## config.mk

```make
export PLATFORM = sky130hd
export DESIGN_NAME = rgb9e5_shared_exponent_encoder_unit
export DESIGN_NICKNAME = d
export VERILOG_FILES = /design/src/sv/r9e5_pkg.sv /design/src/sv/rgb9e5_shared_exponent_encoder_unit.sv /design/src/sv/r9e5_quant.sv
export SDC_FILE = /design/constraint.sdc
export NUM_CORES = 1
export LEC_CHECK = 0
export BUFFER_PORTS_ARGS = -buffer_cell sky130_fd_sc_hd__buf_4
export CORE_MARGIN = 2
export CORE_UTILIZATION = 30
export CTS_CLUSTER_DIAMETER = 50
export CTS_CLUSTER_SIZE = 12
export DETAILED_ROUTE_END_ITERATION = 7
export PLACE_DENSITY = 0.57
export SLEW_MARGIN = 20
export SYNTH_ARGS = -nofsm -noshare
export SYNTH_HDL_FRONTEND = slang
export SYNTH_HIERARCHICAL = 1
export SYNTH_SLANG_ARGS = --single-unit
export TNS_END_PERCENT = 20
```

## constraint.sdc

```tcl
create_clock -name clk -period 13.5 [get_ports clk]
set_input_delay 2.025 -clock clk [delete_from_list [all_inputs] [get_ports clk]]
set_output_delay 2.025 -clock clk [all_outputs]
set_load 0.01 [all_outputs]
```

## src/sv/r9e5_pkg.sv

```systemverilog
package r9e5_pkg;

  localparam int unsigned FloatW    = 32;
  localparam int unsigned MantW     = 9;
  localparam int unsigned ExpW      = 5;
  localparam int unsigned RoundW    = 11;
  localparam logic [31:0] ClampBits = 32'h477F_8000;
  localparam logic [7:0]  ExpFloor  = 8'd111;
  localparam logic [RoundW-1:0] MantLimit = 11'd512;

  typedef logic [30:0] comp_t;

  // clamp to [0, 65408]; nan goes high, negatives go to zero
  function automatic comp_t clamp_comp(input logic [31:0] b);
    comp_t r;
    if (b[30:23] == 8'hFF && b[22:0] != 23'd0) begin
      r = ClampBits[30:0];
    end else if (b[31]) begin
      r = '0;
    end else if (b > ClampBits) begin
      r = ClampBits[30:0];
    end else begin
      r = b[30:0];
    end
    return r;
  endfunction

  // biased exponent before the round-up correction
  function automatic logic [ExpW-1:0] pre_exp(input comp_t b);
    logic [7:0] e;
    logic [7:0] d;
    e = b[30:23];
    d = e - ExpFloor;
    return (e < ExpFloor) ? '0 : d[ExpW-1:0];
  endfunction

  // round half up of b * 2^(24 - ex); denormals always fall to zero
  function automatic logic [RoundW-1:0] round_scaled(input comp_t b, input logic [5:0] ex);
    logic [8:0]  sh;
    logic [24:0] sum;
    logic [24:0] q;
    logic [RoundW-1:0] r;
    sh  = {3'd0, ex} + 9'd126 - {1'b0, b[30:23]};
    sum = {2'b01, b[22:0]} + (25'd1 << (sh[4:0] - 5'd1));
    q   = sum >> sh[4:0];
    if (b[30:23] == 8'd0 || sh > 9'd25 || sh == 9'd0 || sh[8]) begin
      r = '0;
    end else begin
      r = q[RoundW-1:0];
    end
    return r;
  endfunction

endpackage

```

## src/sv/rgb9e5_shared_exponent_encoder_unit.sv

```systemverilog
// an accepted transaction passes the stage registers of this unit, then the output register in r9e5_quant
// throughput: one transaction per cycle; a held output stalls the whole pipe
// stages: clamp, component max, pre-exponent and rounded max, final rounding
// reset: synchronous active-high rst clears all stage valid bits
// data registers are not reset
module rgb9e5_shared_exponent_encoder_unit (
  input  logic                          clk,
  input  logic                          rst,
  input  logic                          src_valid,
  output logic                          src_stall,
  input  logic [31:0]                   red_bits,
  input  logic [31:0]                   green_bits,
  input  logic [31:0]                   blue_bits,
  output logic                          dst_valid,
  input  logic                          dst_stall,
  output logic [r9e5_pkg::MantW-1:0]    red_mantissa,
  output logic [r9e5_pkg::MantW-1:0]    green_mantissa,
  output logic [r9e5_pkg::MantW-1:0]    blue_mantissa,
  output logic [r9e5_pkg::ExpW-1:0]     shared_exponent
);
  import r9e5_pkg::*;

  logic en;
  logic v1, v2, v3;
  comp_t r1, g1, b1;
  comp_t r2, g2, b2, max2;
  comp_t r3, g3, b3;
  logic [ExpW-1:0]   expp3;
  logic [RoundW-1:0] smax3;
  logic [5:0]        exps;
  comp_t max_next;
  logic [ExpW-1:0]   expp_next;

  assign en        = !(dst_valid && dst_stall);
  assign src_stall = !en;

  always_comb begin
    max_next = r1;
    if (g1 > max_next) max_next = g1;
    if (b1 > max_next) max_next = b1;
    expp_next = pre_exp(max2);
    exps = {1'b0, expp3} + ((smax3 < MantLimit) ? 6'd0 : 6'd1);
  end

  always_ff @(posedge clk) begin
    if (rst) begin
      v1 <= 1'b0;
      v2 <= 1'b0;
      v3 <= 1'b0;
      dst_valid <= 1'b0;
    end else if (en) begin
      v1 <= src_valid;
      v2 <= v1;
      v3 <= v2;
      dst_valid <= v3;
    end
  end

  always_ff @(posedge clk) begin
    if (en) begin
      r1 <= clamp_comp(red_bits);
      g1 <= clamp_comp(green_bits);
      b1 <= clamp_comp(blue_bits);
      r2 <= r1;
      g2 <= g1;
      b2 <= b1;
      max2 <= max_next;
      r3 <= r2;
      g3 <= g2;
      b3 <= b2;
      expp3 <= expp_next;
      smax3 <= round_scaled(max2, {1'b0, expp_next});
    end
  end

  r9e5_quant u_quant (
    .clk  (clk),
    .en   (en),
    .exps (exps),
    .cr   (r3),
    .cg   (g3),
    .cb   (b3),
    .mr   (red_mantissa),
    .mg   (green_mantissa),
    .mb   (blue_mantissa),
    .ex   (shared_exponent)
  );

  a_reset_clears: assert property (@(posedge clk) rst |=> !v1 && !v2 && !v3 && !dst_valid)
    else $error("valid bits not cleared by reset");

  a_stage_moves: assert property (@(posedge clk) disable iff (rst) en && v3 |=> dst_valid)
    else $error("stage three transaction lost");

  a_normalized: assert property (@(posedge clk) disable iff (rst)
    dst_valid |-> shared_exponent == '0 || red_mantissa[MantW-1] ||
      green_mantissa[MantW-1] || blue_mantissa[MantW-1])
    else $error("largest mantissa not normalized");

endmodule

```

## src/sv/r9e5_quant.sv

```systemverilog
module r9e5_quant (
  input  logic                          clk,
  input  logic                          en,
  input  logic [5:0]                    exps,
  input  r9e5_pkg::comp_t               cr,
  input  r9e5_pkg::comp_t               cg,
  input  r9e5_pkg::comp_t               cb,
  output logic [r9e5_pkg::MantW-1:0]    mr,
  output logic [r9e5_pkg::MantW-1:0]    mg,
  output logic [r9e5_pkg::MantW-1:0]    mb,
  output logic [r9e5_pkg::ExpW-1:0]     ex
);
  import r9e5_pkg::*;

  logic [RoundW-1:0] rr;
  logic [RoundW-1:0] rg;
  logic [RoundW-1:0] rb;

  always_comb begin
    rr = round_scaled(cr, exps);
    rg = round_scaled(cg, exps);
    rb = round_scaled(cb, exps);
  end

  always_ff @(posedge clk) begin
    if (en) begin
      mr <= rr[MantW-1:0];
      mg <= rg[MantW-1:0];
      mb <= rb[MantW-1:0];
      ex <= exps[ExpW-1:0];
    end
  end

endmodule
```

==> results.toml <==
[run_status]
status = "complete, no violations"

[cts]
cts_buffers = 45
cts_tree = "built"
cts_hold_buf = 0
clockBufferDepth = 3
ctsResizeCount = 0
cts-root-buf = "clkbuf_16"
clk_pin_slew_ps = 60
post_cts_buffers = 0
clock_latency_ps = 610
htreeDepth = 2
cts.sinks = 353

[cells_and_area]
final_area_mm2 = 0.0298
nets = 3047
fin_util_pct = 34.4
drive_above_1_share_pct = 12.3
syn2layout_area_growth_pct = 14.0
fill_cells = 8725
antennaDiodeCount = 0

[pwr]
combPwrFrac_pct = 57.4
ir_drop_uv = 130
power_switching_mw = 2.83
finalPower_mw = 6.12
power_frac_seq_pct = 23.5
p_sw_share_pct = 46.1
intPower_mw = 3.30
p_leak_nw = 12.3
pwr-share-clk_pct = 19.1
p_per_area_mw_per_mm2 = 205

[detailed_routing]
num_vias = 21300
drtPass1Iterations = 6
ant_nets = 0
via_per_inst = 5.43
first_iter_violations = 1886
wl_um = 79200
drc_errors = 0
wl_per_cell_um = 20.2

[placed_design]
io_buffer_count = 133
placed_cell_area_mm2 = 0.0284
place_congestion = 0.916
dp_hpwl_um = 62300

[yosys]
netlist.area_leader.share_pct = 40.1
synth_cell_types = 108
async_flop_share_pct = 0
synth_area_leader_cell = "edfxtp_1"
synth_seq_cells = 353
syn_avg_cell_area_um2 = 9.86
synth_nets = 2949
synth_cells = 2651
synth-edff-count = 349
ys_top_cells_by_area = "edfxtp_1, ha_1, mux2i_1, nor2_1, nand2_1"
ys.flop_type = "edfxtp_1"
synth_area_mm2 = 0.0261
yosysSeqAreaShare_pct = 40.4
ys_warn_count = 6

[worst_setup_path]
path_buf_inv = 3
max_stage_delay_ps = 580
crit_fanout = 8
slowest_stage = "a221oi_1"
cp-end-kind = "flop"
path_delay_family = "compound AO/OA/AOI/OAI gates"
crit_path_frequent_cell = "ha_1"
crit_required_ps = 13850
crit_path_start_kind = "flop"
critPathArrivalTime_ps = 7750
path_class = "flop to flop"

[timing]
setup_viol = 0
post-route-period-util_pct = 54.9
clock_skew_ps = 24.7
worstMarginPinSlew_ps = 1070
maxSlewViolCount = 0
post-route-min-period_ps = 7410
setup_tns_ps = 0
whs_ps = 408
max_slew_margin_pct = 28.3
grt_setup_unrepaired = "false"
max_freq_ghz = 0.135
hold_violations = 0

[grt]
grt.total_usage_pct = 17.3
antenna_found_initial = 1
grt_pass1_vias = 20200
grt_pass1_wl_um = 122000
grt_max_degree = 168
grt_overflow = 0

[floorplan]
placeableCoreArea_mm2 = 0.0866
die_w_um = 299
die-area_mm2 = 0.0895
initial_core_util_pct = 30.2
die_y_um = 299
ios = 134
num_rows = 108

[hold_path]
min_path_type = "flop to flop"

[job]
cap_viol_max_count = 0
==> power groups by stage <==
stage	sequential [mW]	clock, mW	combinational [mW]
after floorplan	1.43	0	2.52
after global placement	1.46	0	3.47
after detailed placement	1.46	0	3.45
after CTS	1.44	1.20	3.46
after global routing	1.45	1.25	3.84
final	1.44	1.17	3.52
==> synthesized netlist by cell type (all sizes together), types with 9 or more instances <==
| cell type | instances |
|---|---|
| mux2 | 9 |
| a211oi | 39 |
| or3 | 16 |
| mux2i | 105 |
| nand2b | 24 |
| and4 | 13 |
| a22oi | 10 |
| nor2 | 219 |
| a221oi | 15 |
| xor2 | 31 |
| o21a | 66 |
| a21oi | 143 |
| nor3 | 76 |
| o21ai | 114 |
| nand3 | 81 |
| a2111oi | 13 |
| buf | 15 |
| ha | 192 |
| mux4 | 19 |
| or2 | 19 |
| a311oi | 11 |
| a21o | 65 |
| o32ai | 9 |
| a31oi | 20 |
| nor2b | 22 |
| and2 | 84 |
| o2111ai | 11 |
| clkbuf | 94 |
| inv | 153 |
| o31ai | 11 |
| and3 | 31 |
| nand4 | 39 |
| o21bai | 14 |
| a211o | 11 |
| edfxtp | 349 |
| o211ai | 32 |
| nor3b | 10 |
| xnor2 | 55 |
| nand2 | 210 |
| nor4 | 38 |
==> registers in the layout, summed over array words and instances, names as in the netlist, 5 cells and up <==
register,count
b1,31
b2,31
b3,31
expp3,5
g1,31
g2,31
g3,31
max2,31
r1,31
r2,31
r3,31
u_quant/ex,5
u_quant/mb,9
u_quant/mg,9
u_quant/mr,9
==> routing by layer <==
layer / wire length (um) / share of wire [%] / global-route usage, % / vias to the layer above
met2: 35400 / 45 / 27.2 / 716
met4: 2600 / 3.3 / 6.02 / 2
met5: 13 / 0.016 / 0 / -
li1: - / - / - / 10300
met1: 36800 / 46 / 24.4 / 10200
met3: 4360 / 5.5 / 2.36 / 133
==> metrics by stage <==
step	setup slack (ps)	instances
final	6090	3930
after global routing	5550	3930
after CTS	6180	3930
after detailed placement	6170	3857
after global placement	6220	3856
after floorplan	744	2651
==> area by class of cell <==
| class | instances | area, um2 | area share, % |
|---|---|---|---|
| Clock inverter | 24 | 303 | 1.02 |
| Inverter | 156 | 586 | 1.96 |
| Timing Repair Buffer | 161 | 1220 | 4.10 |
| Tap cell | 1155 | 1450 | 4.85 |
| Clock buffer | 49 | 1140 | 3.83 |
| Sequential cell | 353 | 10600 | 35.4 |
| Multi-Input combinational cell | 2032 | 14600 | 48.8 |
==> kinds of logic after synthesis <==
kind of cell             after synthesis  share of synthesized area, %
adder cells (fa/ha/maj)              198                          9.65
buffers and inverters                266                          4.15
AND/OR/NAND/NOR                      904                          17.3
AO/OA/AOI/OAI                        711                          19.6
multiplexers                         133                          6.06
flip-flops                           353                          40.4
XOR/XNOR                              86                          2.88
==> placed cells by master (no fill, tap or decap), types with 9 or more instances in the layout <==
cell type and count:
clkbuf_16 45, a21o_1 58, nand4_1 38, a21oi_1 143, a211oi_1 34, a31oi_1 19, nor4_1 38, o31ai_1 10
xnor2_1 53, mux4_2 19, buf_4 160, ha_1 192, o32ai_1 9, inv_1 152, edfxtp_1 349, mux2i_1 105
o21ai_0 107, o2111ai_1 11, a22oi_1 9, or3_1 16, a211o_1 11, nor2_1 218, o21a_1 63, and3_1 29
nand2b_1 24, nor2b_1 22, and2_1 80, nand2_1 209, xor2_1 30, nor3_1 75, a2111oi_0 13, and4_1 13
o211ai_1 31, a221oi_1 11, nand3_1 81, o21bai_1 14, a311oi_1 11, nor3b_1 10, or2_2 18
==> final timing paths <==
kind	start	to	slack (ps)	cells past startpoint
setup reg to reg	smax3[9]	u_quant/mg[4]	6090	26
hold reg to reg	r2[1]	r3[1]	410	0
hold / removal	r2[1]	r3[1]	410	0
setup / recovery	smax3[9]	u_quant/mg[4]	6090	26
Note: power is estimated with default switching activity, not from simulation.
